### config.mk
export PLATFORM = sky130hd
export DESIGN_NAME = ring_buffer_table_engine
export DESIGN_NICKNAME = d
export VERILOG_FILES = /design/src/rtl/rbte_pkg.sv /design/src/rtl/rbte_ram.sv /design/src/rtl/rbte_slot_unit.sv /design/src/rtl/ring_buffer_table_engine.sv
export SDC_FILE = /design/constraint.sdc
export NUM_CORES = 1
export LEC_CHECK = 0
export BUFFER_PORTS_ARGS = -buffer_cell sky130_fd_sc_hd__clkbuf_2
export CORE_ASPECT_RATIO = 1.2
export CORE_MARGIN = 10
export CORE_UTILIZATION = 40
export DETAILED_ROUTE_END_ITERATION = 6
export GPL_TIMING_DRIVEN = 1
export PLACE_DENSITY = 0.58
export SLEW_MARGIN = 10
export SYNTH_ARGS = -nofsm -noshare
export SYNTH_HDL_FRONTEND = slang
export SYNTH_SLANG_ARGS = --single-unit
### constraint.sdc
create_clock -name clk -period 15.3 [get_ports clk]
set_clock_uncertainty 0.15 [all_clocks]
set_input_delay 3.825 -clock clk [delete_from_list [all_inputs] [get_ports clk]]
set_output_delay 3.825 -clock clk [all_outputs]
set_load 0.03 [all_outputs]
### src/rtl/rbte_pkg.sv
// ----------------------------------------------------------------------------
// Ring buffer table engine package
// Shared widths, register indexes, operation codes and reset values.
// ----------------------------------------------------------------------------
`default_nettype none

package rbte_pkg;

    // Fixed field widths of the external ports.
    localparam int DATA_W     = 32;
    localparam int CNT_W      = 5;
    localparam int IDX_W      = 4;
    localparam int OP_W       = 2;
    localparam int CFG_IDX_W  = 2;
    localparam int CFG_DATA_W = 32;

    // Largest capacity that the capacity register can express.
    localparam int CAP_LIMIT = (1 << CNT_W) - 1;

    // Defaults for the top level parameters.
    localparam int DEF_MAX_ENTRIES  = 16;
    localparam int DEF_ELEMENT_BITS = 32;

    // Configuration register indexes.
    localparam logic [CFG_IDX_W-1:0] REG_CAPACITY = CFG_IDX_W'(0);
    localparam logic [CFG_IDX_W-1:0] REG_MASK     = CFG_IDX_W'(1);

    // Reset values of the configuration registers.
    localparam int                    RESET_CAPACITY = 16;
    localparam logic [CFG_DATA_W-1:0] RESET_MASK     = '1;

    typedef enum logic [OP_W-1:0] {
        OP_ADD    = 2'd0,
        OP_FIND   = 2'd1,
        OP_UPDATE = 2'd2,
        OP_REMOVE = 2'd3
    } op_t;

endpackage

`default_nettype wire

### src/rtl/rbte_ram.sv
// ----------------------------------------------------------------------------
// Generic single-port-write RAM
// One write port and one read port with registered read data.
// ----------------------------------------------------------------------------
`default_nettype none

module rbte_ram #(
    parameter int WIDTH = 32,
    parameter int DEPTH = 16
) (
    input  wire logic                     clk,
    input  wire logic                     we,
    input  wire logic [$clog2(DEPTH)-1:0] waddr,
    input  wire logic [WIDTH-1:0]         wdata,
    input  wire logic                     re,
    input  wire logic [$clog2(DEPTH)-1:0] raddr,
    output logic      [WIDTH-1:0]         rdata
);

    logic [WIDTH-1:0] mem [DEPTH];

    always_ff @(posedge clk)
    begin
        if (we)
        begin
            mem[waddr] <= wdata;
        end
        if (re)
        begin
            rdata <= mem[raddr];
        end
    end

endmodule

`default_nettype wire

### src/rtl/rbte_slot_unit.sv
// ----------------------------------------------------------------------------
// Ring buffer slot and compare unit
// Shared modular adder that maps a base slot plus an offset onto the ring,
// and the masked equality compare used by the search.
// ----------------------------------------------------------------------------
`default_nettype none

module rbte_slot_unit #(
    parameter int PW           = 4,
    parameter int ELEMENT_BITS = 32
) (
    input  wire logic [PW-1:0]                  base,
    input  wire logic [rbte_pkg::CNT_W-1:0]     offset,
    input  wire logic [rbte_pkg::CNT_W-1:0]     capacity,
    input  wire logic [ELEMENT_BITS-1:0]        entry,
    input  wire logic [ELEMENT_BITS-1:0]        criteria,
    input  wire logic [rbte_pkg::DATA_W-1:0]    mask,
    output logic      [PW-1:0]                  slot,
    output logic                                match
);

    import rbte_pkg::*;

    logic [CNT_W:0]  sum;
    logic [CNT_W:0]  cap_ext;
    logic [CNT_W:0]  wrapped;
    logic [DATA_W-1:0] entry_w;
    logic [DATA_W-1:0] crit_w;

    // The sum stays below twice the capacity, so one subtract wraps it.
    assign sum     = (CNT_W+1)'(base) + (CNT_W+1)'(offset);
    assign cap_ext = (CNT_W+1)'(capacity);
    assign wrapped = (sum >= cap_ext) ? (sum - cap_ext) : sum;
    assign slot    = PW'(wrapped);

    // Only the low word of an element can meet the mask.
    assign entry_w = DATA_W'(entry);
    assign crit_w  = DATA_W'(criteria);
    assign match   = ((entry_w ^ crit_w) & mask) == '0;

endmodule

`default_nettype wire

### src/rtl/ring_buffer_table_engine.sv
// ----------------------------------------------------------------------------
// Ring buffer table engine
// Circular element store with add, masked find, update and remove, driven by
// a small sequencer around one shared slot and compare unit.
// ----------------------------------------------------------------------------
//  Channel  Handshake              Payload
//  in       in_valid / in_ready    opcode, item_value, logical_index
//  out      out_valid / out_ready  found, match_index, match_value, status,
//                                  fill_count
//  cfg      cfg_valid / cfg_ready  cfg_index, cfg_data
//
//  Add and update go from acceptance through dispatch to a valid result word.
//  Find reads and compares the entries in order up to the match; remove
//  shifts each later entry down and clears the freed slot. Each entry visited
//  takes a RAM read step and a compare or write step via the shared slot unit.
//  Reset empties the buffer at once but does not clear the store itself.
//  in_ready is high only while the sequencer is idle; a result word that waits
//  on out_ready does not block acceptance of the next input word.
// ----------------------------------------------------------------------------
`default_nettype none

module ring_buffer_table_engine #(
    parameter int MAX_ENTRIES  = rbte_pkg::DEF_MAX_ENTRIES,
    parameter int ELEMENT_BITS = rbte_pkg::DEF_ELEMENT_BITS
) (
    input  wire logic                            clk,
    input  wire logic                            rst_n,

    input  wire logic                            in_valid,
    output logic                                 in_ready,
    input  wire logic [rbte_pkg::OP_W-1:0]       opcode,
    input  wire logic [rbte_pkg::DATA_W-1:0]     item_value,
    input  wire logic [rbte_pkg::IDX_W-1:0]      logical_index,

    output logic                                 out_valid,
    input  wire logic                            out_ready,
    output logic                                 found,
    output logic      [rbte_pkg::IDX_W-1:0]      match_index,
    output logic      [rbte_pkg::DATA_W-1:0]     match_value,
    output logic                                 status,
    output logic      [rbte_pkg::CNT_W-1:0]      fill_count,

    input  wire logic                            cfg_valid,
    output logic                                 cfg_ready,
    input  wire logic [rbte_pkg::CFG_IDX_W-1:0]  cfg_index,
    input  wire logic [rbte_pkg::CFG_DATA_W-1:0] cfg_data
);

    import rbte_pkg::*;

    localparam int CAP_MAX   = (MAX_ENTRIES < CAP_LIMIT) ? MAX_ENTRIES : CAP_LIMIT;
    localparam int PW        = $clog2(CAP_MAX);
    localparam int CAP_RESET = (RESET_CAPACITY > CAP_MAX) ? CAP_MAX : RESET_CAPACITY;

    typedef enum logic [2:0] {
        S_IDLE,
        S_DISPATCH,
        S_FIND_RD,
        S_FIND_CMP,
        S_RM_RD,
        S_RM_WR,
        S_RM_CLR,
        S_DELIVER
    } state_t;

    state_t                  state_reg, state_next;
    op_t                     op_reg, op_next;
    logic [ELEMENT_BITS-1:0] val_reg, val_next;
    logic [IDX_W-1:0]        idx_reg, idx_next;
    logic [CNT_W-1:0]        k_reg, k_next;
    logic [PW-1:0]           oldest_reg, oldest_next;
    logic [PW-1:0]           next_pos_reg, next_pos_next;
    logic [CNT_W-1:0]        count_reg, count_next;
    logic [CNT_W-1:0]        cap_reg, cap_next;
    logic [DATA_W-1:0]       mask_reg, mask_next;

    logic                    res_found_reg, res_found_next;
    logic [IDX_W-1:0]        res_index_reg, res_index_next;
    logic [DATA_W-1:0]       res_value_reg, res_value_next;
    logic                    res_status_reg, res_status_next;

    logic                    out_valid_reg, out_valid_next;
    logic                    found_reg, found_next;
    logic [IDX_W-1:0]        match_index_reg, match_index_next;
    logic [DATA_W-1:0]       match_value_reg, match_value_next;
    logic                    status_reg, status_next;
    logic [CNT_W-1:0]        fill_count_reg, fill_count_next;

    logic [PW-1:0]           unit_base;
    logic [CNT_W-1:0]        unit_offset;
    logic [PW-1:0]           unit_slot;
    logic                    unit_match;

    logic                    ram_we;
    logic                    ram_re;
    logic [PW-1:0]           ram_addr;
    logic [ELEMENT_BITS-1:0] ram_wdata;
    logic [ELEMENT_BITS-1:0] ram_rdata;

    logic [CNT_W-1:0]        k_plus;
    logic [CNT_W-1:0]        idx_ext;
    logic [CNT_W-1:0]        cap_written;

    assign k_plus  = k_reg + CNT_W'(1);
    assign idx_ext = CNT_W'(idx_reg);

    always_comb
    begin
        priority if (cfg_data[CNT_W-1:0] == '0)
        begin
            cap_written = CNT_W'(1);
        end
        else if (cfg_data[CNT_W-1:0] > CNT_W'(CAP_MAX))
        begin
            cap_written = CNT_W'(CAP_MAX);
        end
        else
        begin
            cap_written = cfg_data[CNT_W-1:0];
        end
    end

    rbte_slot_unit #(
        .PW           (PW),
        .ELEMENT_BITS (ELEMENT_BITS)
    ) u_slot_unit (
        .base     (unit_base),
        .offset   (unit_offset),
        .capacity (cap_reg),
        .entry    (ram_rdata),
        .criteria (val_reg),
        .mask     (mask_reg),
        .slot     (unit_slot),
        .match    (unit_match)
    );

    rbte_ram #(
        .WIDTH (ELEMENT_BITS),
        .DEPTH (CAP_MAX)
    ) u_store (
        .clk   (clk),
        .we    (ram_we),
        .waddr (ram_addr),
        .wdata (ram_wdata),
        .re    (ram_re),
        .raddr (ram_addr),
        .rdata (ram_rdata)
    );

    always_comb
    begin
        state_next       = state_reg;
        op_next          = op_reg;
        val_next         = val_reg;
        idx_next         = idx_reg;
        k_next           = k_reg;
        oldest_next      = oldest_reg;
        next_pos_next    = next_pos_reg;
        count_next       = count_reg;
        cap_next         = cap_reg;
        mask_next        = mask_reg;
        res_found_next   = res_found_reg;
        res_index_next   = res_index_reg;
        res_value_next   = res_value_reg;
        res_status_next  = res_status_reg;
        out_valid_next   = out_valid_reg && !out_ready;
        found_next       = found_reg;
        match_index_next = match_index_reg;
        match_value_next = match_value_reg;
        status_next      = status_reg;
        fill_count_next  = fill_count_reg;

        unit_base   = oldest_reg;
        unit_offset = k_reg;
        ram_we      = 1'b0;
        ram_re      = 1'b0;
        ram_wdata   = val_reg;
        ram_addr    = unit_slot;

        unique case (state_reg)
            S_IDLE:
            begin
                if (in_valid)
                begin
                    op_next    = op_t'(opcode);
                    val_next   = ELEMENT_BITS'(item_value);
                    idx_next   = logical_index;
                    state_next = S_DISPATCH;
                end
            end

            S_DISPATCH:
            begin
                res_found_next  = 1'b0;
                res_index_next  = '0;
                res_value_next  = '0;
                res_status_next = 1'b0;
                state_next      = S_DELIVER;
                unique case (op_reg)
                    OP_ADD:
                    begin
                        // When full the next slot is the oldest one, so both
                        // pointers move to the same wrapped position.
                        unit_base     = next_pos_reg;
                        unit_offset   = CNT_W'(1);
                        ram_addr      = next_pos_reg;
                        ram_we        = 1'b1;
                        next_pos_next = unit_slot;
                        if (count_reg >= cap_reg)
                        begin
                            oldest_next = unit_slot;
                            count_next  = cap_reg;
                        end
                        else
                        begin
                            count_next = count_reg + CNT_W'(1);
                        end
                    end
                    OP_FIND:
                    begin
                        if (count_reg == '0)
                        begin
                            res_status_next = 1'b1;
                        end
                        else
                        begin
                            k_next     = '0;
                            state_next = S_FIND_RD;
                        end
                    end
                    OP_UPDATE:
                    begin
                        if (idx_ext >= count_reg)
                        begin
                            res_status_next = 1'b1;
                        end
                        else
                        begin
                            unit_offset = idx_ext;
                            ram_we      = 1'b1;
                        end
                    end
                    OP_REMOVE:
                    begin
                        if (idx_ext >= count_reg)
                        begin
                            res_status_next = 1'b1;
                        end
                        else
                        begin
                            k_next     = idx_ext;
                            state_next = ((idx_ext + CNT_W'(1)) < count_reg) ? S_RM_RD
                                                                            : S_RM_CLR;
                        end
                    end
                endcase
            end

            S_FIND_RD:
            begin
                ram_re     = 1'b1;
                state_next = S_FIND_CMP;
            end

            S_FIND_CMP:
            begin
                if (unit_match)
                begin
                    res_found_next = 1'b1;
                    res_index_next = IDX_W'(k_reg);
                    res_value_next = DATA_W'(ram_rdata);
                    state_next     = S_DELIVER;
                end
                else if (k_plus == count_reg)
                begin
                    state_next = S_DELIVER;
                end
                else
                begin
                    k_next     = k_plus;
                    state_next = S_FIND_RD;
                end
            end

            S_RM_RD:
            begin
                unit_offset = k_plus;
                ram_re      = 1'b1;
                state_next  = S_RM_WR;
            end

            S_RM_WR:
            begin
                // Move the later entry down one place.
                ram_we     = 1'b1;
                ram_wdata  = ram_rdata;
                k_next     = k_plus;
                state_next = ((k_plus + CNT_W'(1)) < count_reg) ? S_RM_RD : S_RM_CLR;
            end

            S_RM_CLR:
            begin
                // Step the write pointer back one slot and zero the freed entry.
                unit_base     = next_pos_reg;
                unit_offset   = cap_reg - CNT_W'(1);
                ram_we        = 1'b1;
                ram_wdata     = '0;
                next_pos_next = unit_slot;
                count_next    = count_reg - CNT_W'(1);
                state_next    = S_DELIVER;
            end

            S_DELIVER:
            begin
                if (!out_valid_reg || out_ready)
                begin
                    out_valid_next   = 1'b1;
                    found_next       = res_found_reg;
                    match_index_next = res_index_reg;
                    match_value_next = res_value_reg;
                    status_next      = res_status_reg;
                    fill_count_next  = count_reg;
                    state_next       = S_IDLE;
                end
            end

            default:
            begin
                state_next = S_IDLE;
            end
        endcase

        // The user must send configuration only while the engine is idle; the block itself does not enforce this.
        if (cfg_valid)
        begin
            if (cfg_index == REG_CAPACITY)
            begin
                cap_next      = cap_written;
                oldest_next   = '0;
                next_pos_next = '0;
                count_next    = '0;
            end
            else if (cfg_index == REG_MASK)
            begin
                mask_next = cfg_data;
            end
        end
    end

    always_ff @(posedge clk or negedge rst_n)
    begin
        if (!rst_n)
        begin
            state_reg       <= S_IDLE;
            op_reg          <= OP_ADD;
            val_reg         <= '0;
            idx_reg         <= '0;
            k_reg           <= '0;
            oldest_reg      <= '0;
            next_pos_reg    <= '0;
            count_reg       <= '0;
            cap_reg         <= CNT_W'(CAP_RESET);
            mask_reg        <= RESET_MASK;
            res_found_reg   <= 1'b0;
            res_index_reg   <= '0;
            res_value_reg   <= '0;
            res_status_reg  <= 1'b0;
            out_valid_reg   <= 1'b0;
            found_reg       <= 1'b0;
            match_index_reg <= '0;
            match_value_reg <= '0;
            status_reg      <= 1'b0;
            fill_count_reg  <= '0;
        end
        else
        begin
            state_reg       <= state_next;
            op_reg          <= op_next;
            val_reg         <= val_next;
            idx_reg         <= idx_next;
            k_reg           <= k_next;
            oldest_reg      <= oldest_next;
            next_pos_reg    <= next_pos_next;
            count_reg       <= count_next;
            cap_reg         <= cap_next;
            mask_reg        <= mask_next;
            res_found_reg   <= res_found_next;
            res_index_reg   <= res_index_next;
            res_value_reg   <= res_value_next;
            res_status_reg  <= res_status_next;
            out_valid_reg   <= out_valid_next;
            found_reg       <= found_next;
            match_index_reg <= match_index_next;
            match_value_reg <= match_value_next;
            status_reg      <= status_next;
            fill_count_reg  <= fill_count_next;
        end
    end

    assign in_ready    = (state_reg == S_IDLE);
    assign cfg_ready   = 1'b1;
    assign out_valid   = out_valid_reg;
    assign found       = found_reg;
    assign match_index = match_index_reg;
    assign match_value = match_value_reg;
    assign status      = status_reg;
    assign fill_count  = fill_count_reg;

    a_count_in_capacity: assert property (@(posedge clk) disable iff (!rst_n)
        count_reg <= cap_reg)
        else $error("entry count exceeds the capacity");

    a_pointers_in_ring: assert property (@(posedge clk) disable iff (!rst_n)
        (CNT_W'(oldest_reg) < cap_reg) && (CNT_W'(next_pos_reg) < cap_reg))
        else $error("ring pointer outside the capacity");

    a_busy_after_accept: assert property (@(posedge clk) disable iff (!rst_n)
        (in_valid && in_ready) |=> !in_ready)
        else $error("engine ready again right after accepting a word");

    a_result_from_deliver: assert property (@(posedge clk) disable iff (!rst_n)
        $rose(out_valid) |-> $past(state_reg == S_DELIVER))
        else $error("result word raised outside delivery");

endmodule

`default_nettype wire

# == After elaboration in Yosys (flattened, before gate mapping) ==
# Memories as Yosys holds them, arrays and structs flattened. A register that Yosys moved wholly into a read port is not among the register bits.
# Cells that the tools add are included.
# word_totals
register_bits,178
ramBits,512
inputBits,77
out_inout_bits,46
memories,1
# memory_table
memory,words,word_bits,read_ports,rd_clocked_by_memory_dff,write_ports,line,text
u_store.mem,16,32,1,1,1,rbte_ram.sv:20,logic [WIDTH-1:0] mem [DEPTH];
# op_classes
n_addsub,8
magnitude_cmp,6
eq_ne,19
mux,57
bitwise_logic,3
n_reduce_logical,22
# op_table
op,count
$pmux 32 s2,2
$mux 4,13
$mux 5,10
$and 32x32->32,1
$logic_not 32->1,1
$mux 32,1
$xor 32x32->32,1
$pmux 5 s2,3
$pmux 5 s3,2
$pmux 3 s8,1
$pmux 4 s2,3
$add 5x1->5 const B,3
$mux 3,5
$eq 3x3->1 const B,4
$logic_not 5->1,2
$lt 5x5->1,2
$reduce_and 2->1,5
$sub 5x1->5 const B,2
$mux 1,9
$ne 2x2->1 const B,4
$pmux 1 s2,4
$add 4x5->6,1
$eq 3x2->1 const B,2
$ge 6x5->1,1
other kinds (25),33

# == Logic depth before layout (Yosys ltp) ==
# Gate-level depths: netlist (run 1).
# depth
ltp_word,12
depth_mapped,31
mapped_depth_nobuf,27

# == Cells and area by module ==
# Synthesis (run 1) repeated with hierarchy kept, for this count alone.
# hier_totals
hier_cells,1726
hier_area_um2,29743.5
# by_module_without_submodules
mod,instances,cells_each,area_each_um2,seq_area_each_um2
rbte_ram,1,838,20155.6,16335.7
ring_buffer_table_engine,1,792,8772.2,4495.6
rbte_slot_unit,1,96,815.8,0.0

# == Worst setup path after synthesis (run 1) ==
# No wires, ideal clock.
# synth_timing
kind,register -> register
startpoint,register count_reg[2]
endpoint,memory u_store.mem[5][0] (enable)
setup_time_ns,0.421
arrival_time_ns,6.797
path_slack_ns,7.932
stages_incl_launch_ff,29
path_buffers,4
synth_period_minus_slack_ns,7.368
cell_sequence,dfrtp_1 > clkbuf_1 > inv_1 > ha_1 > nand2_1 > o21ai_0 > a21oi_1 > nor2_1 > nand2_1 > o31ai_1 > a221oi_1 > a21oi_1 > a21oi_1 > ha_1 > fa_1 > nand2_1 > nand2b_1 > a21oi_1 > xnor2_1 > ha_1 > and3_1 > a221o_1 > nor3_4 > a2bb2oi_2 > buf_6 > buf_6 > buf_4 > nand2_1 > nor2_1
# synth_between
elab_chain_len,9
word_cells_on_any_way,15
# synth_lines
element,line,text
"start, declared",ring_buffer_table_engine.sv:73,"logic [CNT_W-1:0] count_reg, count_next;"
"start signal, assigned",ring_buffer_table_engine.sv:384,count_reg <= count_next;
$ge 4x5->1 (*),ring_buffer_table_engine.sv:233,if (idx_ext >= count_reg)
$mux 5,ring_buffer_table_engine.sv:233,
$pmux 5 s2,ring_buffer_table_engine.sv:199,unique case (op_reg)
$pmux 5 s3,ring_buffer_table_engine.sv:180,unique case (state_reg)
$add 4x5->6,rbte_slot_unit.sv:31,assign sum = (CNT_W+1)'(base) + (CNT_W+1)'(offset);
$ge 6x5->1 / $sub 4x4->4 (equally long branches),rbte_slot_unit.sv:33,assign wrapped = (sum >= cap_ext) ? (sum - cap_ext) : sum;
$mux 4,rbte_slot_unit.sv:33,
$mux 4,ring_buffer_table_engine.sv:199,
$mux 4,ring_buffer_table_engine.sv:180,
"end, declared",rbte_ram.sv:20,
# Mark *: on every way between the ends. The rest lies on a longest branch, timed or not.

# == Worst setup path after layout (run 1) ==
# layout_timing
startpoint,register count_reg[2]
endpoint,memory u_store.mem[6][2] (enable)
# The elaborated chain is that of the path after synthesis.

==> out/qor.csv, run 1 <==
stage;metric;value;unit
route;router iterations before antenna repair;7;
clock_network;Num Clock Sinks;722;
finish;Layout Area Growth over Synthesis;13.4;%
setup_path;Worst setup SP type;flop;
clock_network;hold_buf cts;0;
logic_synthesis;Netlist cell types;76;
setup_path;critical path data required time;15440;ps
finish;fraction of layout cells with a size suffix above 1;20.5;%
logic_synthesis;Yosys reg bits;722;
sta;fin crit share;59.6;%
route;Routed Antenna Nets;0;
placement;GPL Wtd Cong;0.886;
flow_run;number of max-cap violations;0;
sta;clock period minus worst slack;9110;ps
route;WL/cell;27.3;um
route;DR iter-0 viols;2325;
logic_synthesis;Post-synth top cells;edfxtp_1, inv_1, dfrtp_1;
setup_path;CP dominant cell by count;nand2_1;
grt;GR Util All Layers;20.3;%
clock_network;CTS tree;built;
logic_synthesis;Post-Syn Nets;2370;
floorplanning;core footprint;77800;um2
logic_synthesis;asr flop ratio synth;24.7;%
logic_synthesis;Post-Synthesis Cell Area;31400;um2
setup_path;delay of the slowest critical-path stage;710;ps
sta;endpoints failing hold;0;
floorplanning;Initial Utilization;40.3;%
logic_synthesis;Cells after Synth;2256;
clock_network;Num CTS Buffers;71;
setup_path;arrival time worst endpoint;9260;ps
logic_synthesis;top-count cell post-synth;edfxtp_1;
logic_synthesis;sequential area share after synthesis;66.4;%
sta;setup violators final;0;
setup_path;slowest stage cell, crit path;nor2_4;
sta;Slew @ Worst Pin;1140;ps
clock_network;htree depth;3;
status;status;completed;
finish;Nets;2441;
logic_synthesis;share of the synthesized area in the top cell type;52.1;%
worst_hold_path;worst min path class;reg2reg;
grt;total gr overflow;0;
clock_network;Max Root-Sink Buffers;3;
floorplanning;Rows;112;
sta;Slew headroom;24.1;%
grt;first-pass GRT wire length;138;mm
route;DR vias/cell;6.06;
placement;Port Buffers;121;
grt;met3 usage;2.83;%
route;total number of vias;20700;
logic_synthesis;Post-synth EDFFs;544;
clock_network;clock root buffer;clkbuf_16;
logic_synthesis;top_reg_cell synth;edfxtp_1;
route;WL final;92.9;mm
floorplanning;Die Width;276;um
floorplanning;Die Ht;327;um
setup_path;reg2reg setup slack;6190;ps
logic_synthesis;Synth warnings;0;
sta;setup TNS;0;ps
grt;vias in the first global route;20800;
grt;largest net degree at the start of global routing;98;
sta;RSZ-0062 raised after global routing;no;
clock_network;clk_lat worst skew;630;ps
setup_path;worst-path fanout max;65;
grt;GR Util met1;26.9;%
route;drt drc;0;
finish;Top reg by flops;u_store.mem;
floorplanning;IO Pins;123;
logic_synthesis;main area contributors after synthesis;edfxtp_1, dfrtp_1, mux2_2;
clock_network;clock-pin slew on the worst setup and hold paths;60;ps
logic_synthesis;leading area contributor after synthesis;edfxtp_1;
clock_network;buffer count from post-CTS setup fixing;0;
clock_network;post_cts resized;0;
finish;number of flip-flops under the largest register name;512;
sta;Slew Limit Fails;0;
grt;initial antenna violation count;2;
finish;antenna cells;0;
logic_synthesis;Mean Syn Cell Area;13.9;um2
floorplanning;DIE AREA;90100;um2
sta;FMAX;0.110;GHz
grt;GR Util met2;33.8;%
setup_path;CP endpoint kind;flop;
setup_path;Setup Crit Path Kind;reg2reg;
grt;GR peak layer;met2;
placement;hpwl dp;56.8;mm
## per-layer routing
metal / share of wire [%] / up-vias
met1: 41 / 10600
met2: 49 / 937
li1: - / 8996
met3: 7.5 / 137
met4: 2.5 / 0
met5: 0 / -
## through the flow
step	util [%]	area [um2]	setup WS [ps]	instances	hold WS (ps)
CTS	45.7	35500	6280	3406	316
floorplan	-	31400	7930	2256	283
global placement	42.7	33200	6520	3276	302
finish	45.7	35600	6190	3407	307
detailed placement	42.8	33300	6290	3279	304
global route	45.7	35600	5650	3407	361
## worst paths after layout
path,from,endpoint,cells past startpoint
worst min register to register,res_status_reg,res_status_reg,2
worst min-delay path,res_status_reg,res_status_reg,2
max in group asynchronous,rst_n,val_reg[8],2
worst max-delay path,count_reg[2],u_store.mem[6][2],28
min in group asynchronous,rst_n,status,1
worst max register to register,count_reg[2],u_store.mem[6][2],28
## logic make-up (layout without fill, tap and decap cells)
kind of cell	Yosys count	count (layout)	share of synthesized area, %
AOI/OAI and AO/OA	571	571	14.3
xor gates and xnor gates	52	52	1.45
adders and majority gates	37	37	1.52
buffers and inverters	323	448	4.24
DFF	722	722	66.4
muxes	126	126	4.48
other	1	1	0.0120
and+or+nand+nor	424	424	7.58
## cells in the final DEF (no fill, tap or decap), types with 34 or more instances in the layout
master	instances
mux2_2	116
nand3_1	45
o2bb2ai_1	64
o31ai_1	133
a22o_1	36
clkbuf_16	73
nor2_1	42
nand4_1	40
clkbuf_2	123
a211oi_1	45
nor4_1	34
xor2_1	40
a221oi_1	34
buf_4	49
inv_1	146
edfxtp_1	544
ha_1	35
nand2_1	115
dfrtp_1	145
nor4b_1	66
o21ai_0	61
## worst max-delay path, delay by kind of cell (launching register included)
| family | cells | cell delay, ps |
|---|---|---|
| and+or+nand+nor | 10 | 2670 |
| buffers and inverters | 4 | 1910 |
| AOI/OAI and AO/OA | 9 | 1720 |
| adders and majority gates | 4 | 1440 |
| DFF | 1 | 600 |
| xor gates and xnor gates | 1 | 140 |
## area by class of cell
type	instances	area (um2)
multi-input cells	1211	9520
inverters	147	552
flip-flops and latches	722	20800
repair buffers	174	1090
clock buffers	103	2010
clock inverters	24	256
well taps	1026	1280
fillers	6909	42200
Power of run 1 is left out: the tool's default activity adds up to more than one toggle a clock period on the data nets, which glitch-free logic cannot reach.
==> run 2, diff against run 1 <==
- PLACE_DENSITY: 0.58 -> 0.6
- clock period: 15.3 -> 7.6 ns (I/O delays scaled with it)
==> out/qor.csv, run 2 (synthesis gave the netlist of run 1 again) <==
stage;metric;value;unit
route;router iterations before antenna repair;7;
setup_path;CP dominant cell by count;a21oi_1;
grt;GR Util met2;30.6;%
finish;most frequent cells in the layout;edfxtp_1, inv_1, dfrtp_1, o31ai_1, clkbuf_2;
clock_network;Max Root-Sink Buffers;3;
finish;fraction of layout cells with a size suffix above 1;23.2;%
sta;Slew Limit Fails;0;
sta;Slew headroom;17.1;%
floorplanning;Rows;112;
clock_network;clock root buffer;clkbuf_16;
finish;number of flip-flops under the largest register name;512;
flow_run;number of max-cap violations;0;
sta;setup violators final;0;
grt;GR Util All Layers;19.1;%
floorplanning;Initial Utilization;40.3;%
placement;Port Buffers;121;
clock_network;CTS tree;built;
placement;GPL Wtd Cong;0.873;
setup_path;Worst setup SP type;flop;
sta;endpoints failing hold;0;
route;WL final;87.6;mm
route;total number of vias;20600;
sta;clock period minus worst slack;6990;ps
sta;setup TNS;0;ps
finish;most common cell after layout, fill and taps aside;edfxtp_1;
route;DR vias/cell;5.93;
sta;Slew @ Worst Pin;1240;ps
clock_network;htree depth;3;
route;drt drc;0;
grt;GR Util met1;26.6;%
placement;hpwl dp;59.3;mm
sta;RSZ-0062 raised after global routing;no;
floorplanning;Die Width;276;um
grt;met3 usage;2.56;%
setup_path;CP endpoint kind;flop;
setup_path;arrival time worst endpoint;7170;ps
clock_network;clk_lat worst skew;620;ps
sta;worst hold slack;317;ps
grt;first-pass GRT wire length;133;mm
setup_path;critical path data required time;7780;ps
grt;initial antenna violation count;0;
floorplanning;IO Pins;123;
clock_network;hold_buf cts;0;
sta;FMAX;0.143;GHz
route;WL/cell;25.2;um
floorplanning;DIE AREA;90100;um2
grt;vias in the first global route;20700;
setup_path;delay of the slowest critical-path stage;580;ps
setup_path;worst-path fanout max;27;
setup_path;slowest stage cell, crit path;a221oi_1;
clock_network;Num CTS Buffers;71;
floorplanning;Die Ht;327;um
finish;Layout Area Growth over Synthesis;16.7;%
clock_network;Num Clock Sinks;722;
route;DR iter-0 viols;2254;
worst_hold_path;worst min path class;reg2reg;
sta;fin crit share;92.0;%
status;status;completed;
floorplanning;core footprint;77800;um2
grt;largest net degree at the start of global routing;112;
grt;GR peak layer;met2;
setup_path;Setup Crit Path Kind;reg2reg;
clock_network;clock-pin slew on the worst setup and hold paths;60;ps
finish;antenna cells;0;
finish;Top reg by flops;u_store.mem;
finish;Nets;2516;
grt;total gr overflow;0;
route;Routed Antenna Nets;0;
==> run 2: path summary, 6_finish.rpt <==
kind / start / end / slack, ps / cells after the start
worst max-delay path: count_reg[2] / u_store.rdata[4] / 610 / 30
max in group asynchronous: rst_n / val_reg[2] / 4600 / 2
min in group asynchronous: rst_n / oldest_reg[3] / 1220 / 1
worst max register to register: count_reg[2] / u_store.rdata[4] / 610 / 30
worst min-delay path: res_status_reg / res_status_reg / 320 / 2
worst min register to register: res_status_reg / res_status_reg / 320 / 2
==> run 2: area by class of cell <==
cell class                      count  area, um2
Multi-Input combinational cell   1211       9530
Sequential cell                   722      20800
Fill cell                        6686      41200
Inverter                          147        552
Tap cell                         1026       1280
Clock buffer                       88       1960
Clock inverter                     39        507
Timing Repair Buffer              249       1940
==> run 2: metal layers <==
layer / wire, um / up-vias
met4: 1950 / 0
met3: 6120 / 110
met2: 41400 / 850
met5: 0 / -
li1: - / 9147
met1: 38100 / 10500
==> run 2: worst max-delay path: cells and delay by family, from the launching register on <==
kind            cells  cell delay [ps]
compound gates     11             2290
simple gates       10             1650
fa+ha+maj           4             1360
buf+inv             4              730
flops               1              340
xor+xnor            1              150
==> run 2: per-stage QoR <==
stage,area [um2],instances,setup WS [ps],util (%)
finish,36600,3482,611,47.1
global route,36600,3482,129,47.1
CTS,36600,3482,266,47.1
detailed placement,34100,3355,269,43.9
global placement,34100,3355,393,43.9
floorplan,31400,2256,232,-
==> run 2: repair_timing <==
action,CTS,global route
gates resized for setup,0,4
setup endpoints to repair,0,4
setup buffers,0,0
Power of run 2 is left out for the same reason.
